==> src/design/acc_cpu_pkg.sv <==
package acc_cpu_pkg;

   localparam int MEM_DEPTH  = 4096;
   localparam int MEM_ADDR_W = $clog2(MEM_DEPTH);

   localparam int WORD_W    = 32;
   localparam int PLEN_W    = 13;
   localparam int OPN_W     = 2;
   localparam int OPC_W     = 8;
   localparam int OPERAND_W = 24;
   localparam int LADDR_W   = 12;
   localparam int STATUS_W  = 2;

   localparam logic [OPN_W-1:0] OPN_EXEC = 2'd0;
   localparam logic [OPN_W-1:0] OPN_LOAD = 2'd1;
   localparam logic [OPN_W-1:0] OPN_SKIP = 2'd2;

   localparam logic [STATUS_W-1:0] ST_RUN   = 2'd0;
   localparam logic [STATUS_W-1:0] ST_END   = 2'd1;
   localparam logic [STATUS_W-1:0] ST_FAULT = 2'd2;
   localparam logic [STATUS_W-1:0] ST_BADOP = 2'd3;

   localparam logic [OPC_W-1:0] OPC_LDC    = 8'h00;
   localparam logic [OPC_W-1:0] OPC_ADC    = 8'h01;
   localparam logic [OPC_W-1:0] OPC_LDL    = 8'h02;
   localparam logic [OPC_W-1:0] OPC_STL    = 8'h03;
   localparam logic [OPC_W-1:0] OPC_LDNL   = 8'h04;
   localparam logic [OPC_W-1:0] OPC_STNL   = 8'h05;
   localparam logic [OPC_W-1:0] OPC_ADD    = 8'h06;
   localparam logic [OPC_W-1:0] OPC_SUB    = 8'h07;
   localparam logic [OPC_W-1:0] OPC_SHL    = 8'h08;
   localparam logic [OPC_W-1:0] OPC_SHR    = 8'h09;
   localparam logic [OPC_W-1:0] OPC_ADJ    = 8'h0A;
   localparam logic [OPC_W-1:0] OPC_A2SP   = 8'h0B;
   localparam logic [OPC_W-1:0] OPC_SP2A   = 8'h0C;
   localparam logic [OPC_W-1:0] OPC_CALL   = 8'h0D;
   localparam logic [OPC_W-1:0] OPC_RETURN = 8'h0E;
   localparam logic [OPC_W-1:0] OPC_BRZ    = 8'h0F;
   localparam logic [OPC_W-1:0] OPC_BRLZ   = 8'h10;
   localparam logic [OPC_W-1:0] OPC_BR     = 8'h11;
   localparam logic [OPC_W-1:0] OPC_HALT   = 8'h12;

   typedef struct packed {
      logic [OPN_W-1:0]            operation;
      logic [OPC_W-1:0]            instr_opcode;
      logic signed [OPERAND_W-1:0] instr_operand;
      logic [LADDR_W-1:0]          load_address;
      logic signed [WORD_W-1:0]    load_data;
   } req_item_type;

   typedef struct packed {
      logic [STATUS_W-1:0] status;
      logic [WORD_W-1:0]   a;
      logic [WORD_W-1:0]   b;
      logic [WORD_W-1:0]   sp;
      logic [WORD_W-1:0]   pc;
   } cpu_state_type;

   typedef struct packed {
      logic                  en;
      logic [MEM_ADDR_W-1:0] addr;
      logic [WORD_W-1:0]     data;
   } mem_wr_type;

endpackage

==> src/design/acc_cpu_exec.sv <==
module acc_cpu_exec (
   input  acc_cpu_pkg::req_item_type           item,
   input  acc_cpu_pkg::cpu_state_type          cur,
   input  logic [acc_cpu_pkg::PLEN_W-1:0]      prog_length,
   input  logic                                addr_ok,
   input  logic [acc_cpu_pkg::MEM_ADDR_W-1:0]  daddr,
   input  logic [acc_cpu_pkg::WORD_W-1:0]      rd_data,
   output acc_cpu_pkg::cpu_state_type          nxt,
   output acc_cpu_pkg::mem_wr_type             mem_wr
);

   always_comb begin
      logic [acc_cpu_pkg::WORD_W-1:0] un;
      logic [acc_cpu_pkg::WORD_W-1:0] plen;
      logic [acc_cpu_pkg::WORD_W-1:0] next_pc;
      logic                           post;

      un      = acc_cpu_pkg::WORD_W'(item.instr_operand);
      plen    = acc_cpu_pkg::WORD_W'(prog_length);
      next_pc = cur.pc + 32'd1;
      post    = 1'b0;
      nxt     = cur;
      mem_wr  = '0;

      case (item.operation)
         acc_cpu_pkg::OPN_LOAD: begin
            if (32'(item.load_address) < 32'(acc_cpu_pkg::MEM_DEPTH)) begin
               mem_wr.en   = 1'b1;
               mem_wr.addr = acc_cpu_pkg::MEM_ADDR_W'(item.load_address);
               mem_wr.data = item.load_data;
            end
         end
         acc_cpu_pkg::OPN_EXEC, acc_cpu_pkg::OPN_SKIP: begin
            if (cur.status == acc_cpu_pkg::ST_RUN) begin
               if (cur.pc[acc_cpu_pkg::WORD_W-1]) begin
                  nxt.status = acc_cpu_pkg::ST_FAULT;
               end else if (cur.pc >= plen) begin
                  nxt.status = acc_cpu_pkg::ST_END;
               end else if (item.operation == acc_cpu_pkg::OPN_SKIP) begin
                  nxt.pc = next_pc;
                  post   = 1'b1;
               end else begin
                  post = 1'b1;
                  case (item.instr_opcode)
                     acc_cpu_pkg::OPC_LDC: begin
                        nxt.b = cur.a;
                        nxt.a = un;
                     end
                     acc_cpu_pkg::OPC_ADC: nxt.a = cur.a + un;
                     acc_cpu_pkg::OPC_LDL: begin
                        if (addr_ok) begin
                           nxt.b = cur.a;
                           nxt.a = rd_data;
                        end
                     end
                     acc_cpu_pkg::OPC_STL: begin
                        if (addr_ok) begin
                           mem_wr.en   = 1'b1;
                           mem_wr.addr = daddr;
                           mem_wr.data = cur.a;
                           nxt.a       = cur.b;
                        end
                     end
                     acc_cpu_pkg::OPC_LDNL: begin
                        if (addr_ok) begin
                           nxt.a = rd_data;
                        end
                     end
                     acc_cpu_pkg::OPC_STNL: begin
                        if (addr_ok) begin
                           mem_wr.en   = 1'b1;
                           mem_wr.addr = daddr;
                           mem_wr.data = cur.b;
                        end
                     end
                     acc_cpu_pkg::OPC_ADD: nxt.a = cur.b + cur.a;
                     acc_cpu_pkg::OPC_SUB: nxt.a = cur.b - cur.a;
                     acc_cpu_pkg::OPC_SHL: nxt.a = {cur.b[30:0], 1'b0};
                     acc_cpu_pkg::OPC_SHR: nxt.a = {cur.b[31], cur.b[31:1]};
                     acc_cpu_pkg::OPC_ADJ: nxt.sp = cur.sp + un;
                     acc_cpu_pkg::OPC_A2SP: begin
                        nxt.sp = cur.a;
                        nxt.a  = cur.b;
                     end
                     acc_cpu_pkg::OPC_SP2A: begin
                        nxt.b = cur.a;
                        nxt.a = cur.sp;
                     end
                     acc_cpu_pkg::OPC_CALL: begin
                        nxt.b   = cur.a;
                        nxt.a   = cur.pc;
                        next_pc = un;
                     end
                     acc_cpu_pkg::OPC_RETURN: begin
                        next_pc = cur.a + 32'd1;
                        nxt.a   = cur.b;
                     end
                     acc_cpu_pkg::OPC_BRZ: begin
                        if (cur.a == '0) begin
                           next_pc = un;
                        end
                     end
                     acc_cpu_pkg::OPC_BRLZ: begin
                        if (cur.a[31]) begin
                           next_pc = un;
                        end
                     end
                     acc_cpu_pkg::OPC_BR:   next_pc = un;
                     acc_cpu_pkg::OPC_HALT: next_pc = plen + 32'd1;
                     default: begin
                        nxt.status = acc_cpu_pkg::ST_BADOP;
                        post       = 1'b0;
                     end
                  endcase
                  if ((item.instr_opcode inside {acc_cpu_pkg::OPC_LDL, acc_cpu_pkg::OPC_STL,
                                                 acc_cpu_pkg::OPC_LDNL,
                                                 acc_cpu_pkg::OPC_STNL}) && !addr_ok) begin
                     nxt.status = acc_cpu_pkg::ST_FAULT;
                     post       = 1'b0;
                  end
                  if (post) begin
                     nxt.pc = next_pc;
                  end
               end
               if (post) begin
                  if (nxt.pc[acc_cpu_pkg::WORD_W-1]) begin
                     nxt.status = acc_cpu_pkg::ST_FAULT;
                  end else if (nxt.pc >= plen) begin
                     nxt.status = acc_cpu_pkg::ST_END;
                  end
               end
            end
         end
         default: ;
      endcase
   end

endmodule

==> config.mk <==
export PLATFORM = sky130hd
export DESIGN_NAME = acc_cpu_exec
export DESIGN_NICKNAME = d
export VERILOG_FILES = /design/src/design/acc_cpu_pkg.sv /design/src/design/acc_cpu_exec.sv
export SDC_FILE = /design/constraint.sdc
export NUM_CORES = 1
export LEC_CHECK = 0
export BUFFER_PORTS_ARGS = -buffer_cell sky130_fd_sc_hd__buf_2
export CORE_MARGIN = 4
export CORE_UTILIZATION = 45
export DETAILED_ROUTE_END_ITERATION = 8
export MAX_ROUTING_LAYER = met4
export PLACE_DENSITY_LB_ADDON = 0.1
export REMOVE_ABC_BUFFERS = 1
export SKIP_LAST_GASP = 1
export SYNTH_ARGS = -nofsm -noshare
export SYNTH_HDL_FRONTEND = slang
export SYNTH_SLANG_ARGS = --single-unit
==> constraint.sdc <==
create_clock -name vclk -period 7.8
set_input_delay 0.78 -clock vclk [all_inputs]
set_output_delay 0.78 -clock vclk [all_outputs]
set_load 0.01 [all_outputs]
==> key figures <==
Outcome
  • Outcome: complete, no violations

Setup path
  • Critical path's slowest cell: or4_4
  • Cell family with most CP delay: simple AND/OR/NAND/NOR gates
  • Kind of critical path: in -> out
  • CP bufs+invs: 3
  • CP arrival: 6.32 ns
  • Startpoint types: input pin
  • Worst Path Max Fanout: 15
  • Crit-path most repeated cell: a21o_1
  • CP max stage delay: ~0.63 ns
  • Critical path endpoint category: output port
  • Worst-path cell chain: buf_2 -> inv_1 -> ha_1 -> or4b_1 -> or3_1 -> or4_4 -> a211oi_4 -> a21oi_1 -> or3_1 -> o21a_1 -> mux2i_1 -> ha_1 -> nand2b_1 -> a21o_1 -> a21o_1 -> a21o_1 -> a21o_1 -> a21o_1 -> a211oi_1 -> o21ai_0 -> nor4_2 -> a31oi_1 -> buf_2
  • Worst EP required: 7.02 ns

Floorplan
  • Die span in x: 176 um
  • Die area: 30800 um^2
  • Core area: 27700 um^2
  • Row cnt: 61
  • Initial Util: between 40 and 50%
  • Die height: approximately 180 um
  • Top-level port count: roughly 440

Clock network
  • Post-CTS Resized: 0
  • CTS Hold Buffers Added: 0
  • Post-CTS setup buffers: 0

STA
  • Worst relative slew slack: 17.6%
  • Unrepaired setup endpoints after global routing: no
  • Worst slew pin tran: about 1.2 ns
  • Final Hold Vio Count: 0
  • Hold slack: 1.84 ns
  • FMAX: 141 MHz
  • Post-route clock period utilization: 91.0%
  • Max-slew violation count: 0
  • Final min period: 7.10 ns
  • Final setup TNS: 0 ns
  • Setup violations, final: 0

GRT
  • Total GRT Usage: between 40% and 50%
  • Total gr overflow: 0
  • First-pass GRT wire length: 107000 um
  • Vias in the first global route: 17100
  • Largest net degree at the start of global routing: between 40 and 50
  • Initial antenna violation count: 5

Final layout
  • Most frequent cells in the layout: buf_2, nand2_1, o21ai_0, a21oi_1, nor2_1
  • Clock buf count: 0
  • Layout cell share with drive strength beyond 1: approximately a quarter
  • Most common cell after layout, fill and taps aside: buf_2
  • Area delta synth->final: 19.9%
  • Total Nets Final: 2669
  • FFs & Latches: 0
  • Storage element area: 0 um^2

Logic synthesis
  • Post-Syn Area: 12600 um^2
  • Unique cell type count in the Yosys netlist: ~80
  • Post-synthesis sequential area ratio: 0%
  • Area fraction of the dominant cell type after synthesis: between 10% and 20%
  • Synth area leaders: ha_1, o21ai_0, xnor2_1, a22oi_1, a21oi_1
  • Area leader, netlist: ha_1
  • Warnings from Yosys: 0
  • Synth Instances: 1931
  • Average cell area after synthesis: 6.54 um^2

Place
  • Buffers on Ports: between 400 and 500
  • Final HPWL DP: between 50000 and 60000 um
  • RD Place Congestion: 1.04

Job
  • Max-capacitance violation count: 0

Detailed routing
  • Vias per std cell: between 6 and 7
  • Detail Route Antenna Nets: 0
  • DR pass1 iterations: 8
  • WL/cell: 27.7 um
  • Drc violations: 0
  • Post-Route WL: 73700 um
  • Iter 0 DRT Violations: about 3000
  • Via count: about 19000

Worst hold path
  • Worst min path class: in -> out
  • Hold Path Depth: 4
  • Min-delay src: item[3]
  • Hold worst-path end: mem_wr[3]
-- cells by family (layout without fill, tap and decap cells) --
group                      after synthesis  in the layout  synth area share, %
AOI/OAI and AO/OA                      775            775                 41.5
and+or+nand+nor                        621            621                 23.6
buffers and inverters                  190            534                 5.88
xor gates and xnor gates               154            154                 10.7
adders and majority gates              126            126                 12.7
muxes                                   65             65                 5.67
other                                    0              6                    0
-- cells in the mapped netlist, types with 9 or more instances --
master / count
a2111oi_0: 12
a211oi_1: 22
a21o_1: 57
a21oi_1: 154
a221o_1: 17
a221oi_1: 33
a222oi_1: 14
a22o_1: 24
a22oi_1: 103
a31oi_1: 20
and2_1: 11
and3_1: 27
buf_1: 11
clkbuf_1: 116
ha_1: 123
inv_1: 55
mux2_2: 52
mux2i_1: 13
nand2_1: 202
nand2b_1: 20
nand3_1: 54
nand4_1: 24
nor2_1: 141
nor2b_1: 19
nor3_1: 39
nor4_1: 21
o211ai_1: 9
o21a_1: 16
o21ai_0: 171
o21bai_1: 18
o22ai_1: 17
o31ai_1: 16
or2_2: 14
or3_1: 19
xnor2_1: 93
xor2_1: 61
-- metal layers --
metal | track usage (%) | vias up | part of all wire [%]
met5 | - | - | 0
met4 | 18.4 | 0 | 5.4
met3 | 11.1 | 312 | 15
met2 | 65.6 | 1618 | 41
met1 | 61.0 | 8548 | 39
li1 | - | 8114 | -
-- worst max-delay path by stage --
stage | startpoint | endpoint | slack (ns) | cells past startpoint
2_1_floorplan | item[73] | nxt[128] | 0.92 | 20
3_3_place_gp | cur[97] | nxt[128] | 0.86 | 23
3_5_place_dp | cur[96] | nxt[128] | 0.75 | 23
4_1_cts | cur[96] | nxt[128] | 0.76 | 23
5_1_grt | cur[97] | nxt[128] | 0.39 | 23
6_report | cur[96] | nxt[128] | 0.70 | 23
-- worst min-delay path, stage by stage --
cell and delay (ns):
buf_2 0.07, nand2_1 0.03, o21ai_0 0.05, buf_2 0.12
-- layout make-up --
class                           instances  area [um^2]
Antenna cell                            6         15.0
Inverter                               56          210
Timing Repair Buffer                  478         2480
Tap cell                              378          473
Multi-Input combinational cell       1741        12000
Fill cell                            2856        12600
-- per-stage QoR --
stage          worst slack [ns]  cells  area (um^2)  utilization [%]
2_1_floorplan             0.921   1797        12100                -
3_3_place_gp              0.858   2653        15100             54.6
3_5_place_dp              0.755   2653        15100             54.6
4_1_cts                   0.758   2653        15100             54.6
5_1_grt                   0.393   2658        15100             54.6
6_report                  0.704   2659        15100             54.7
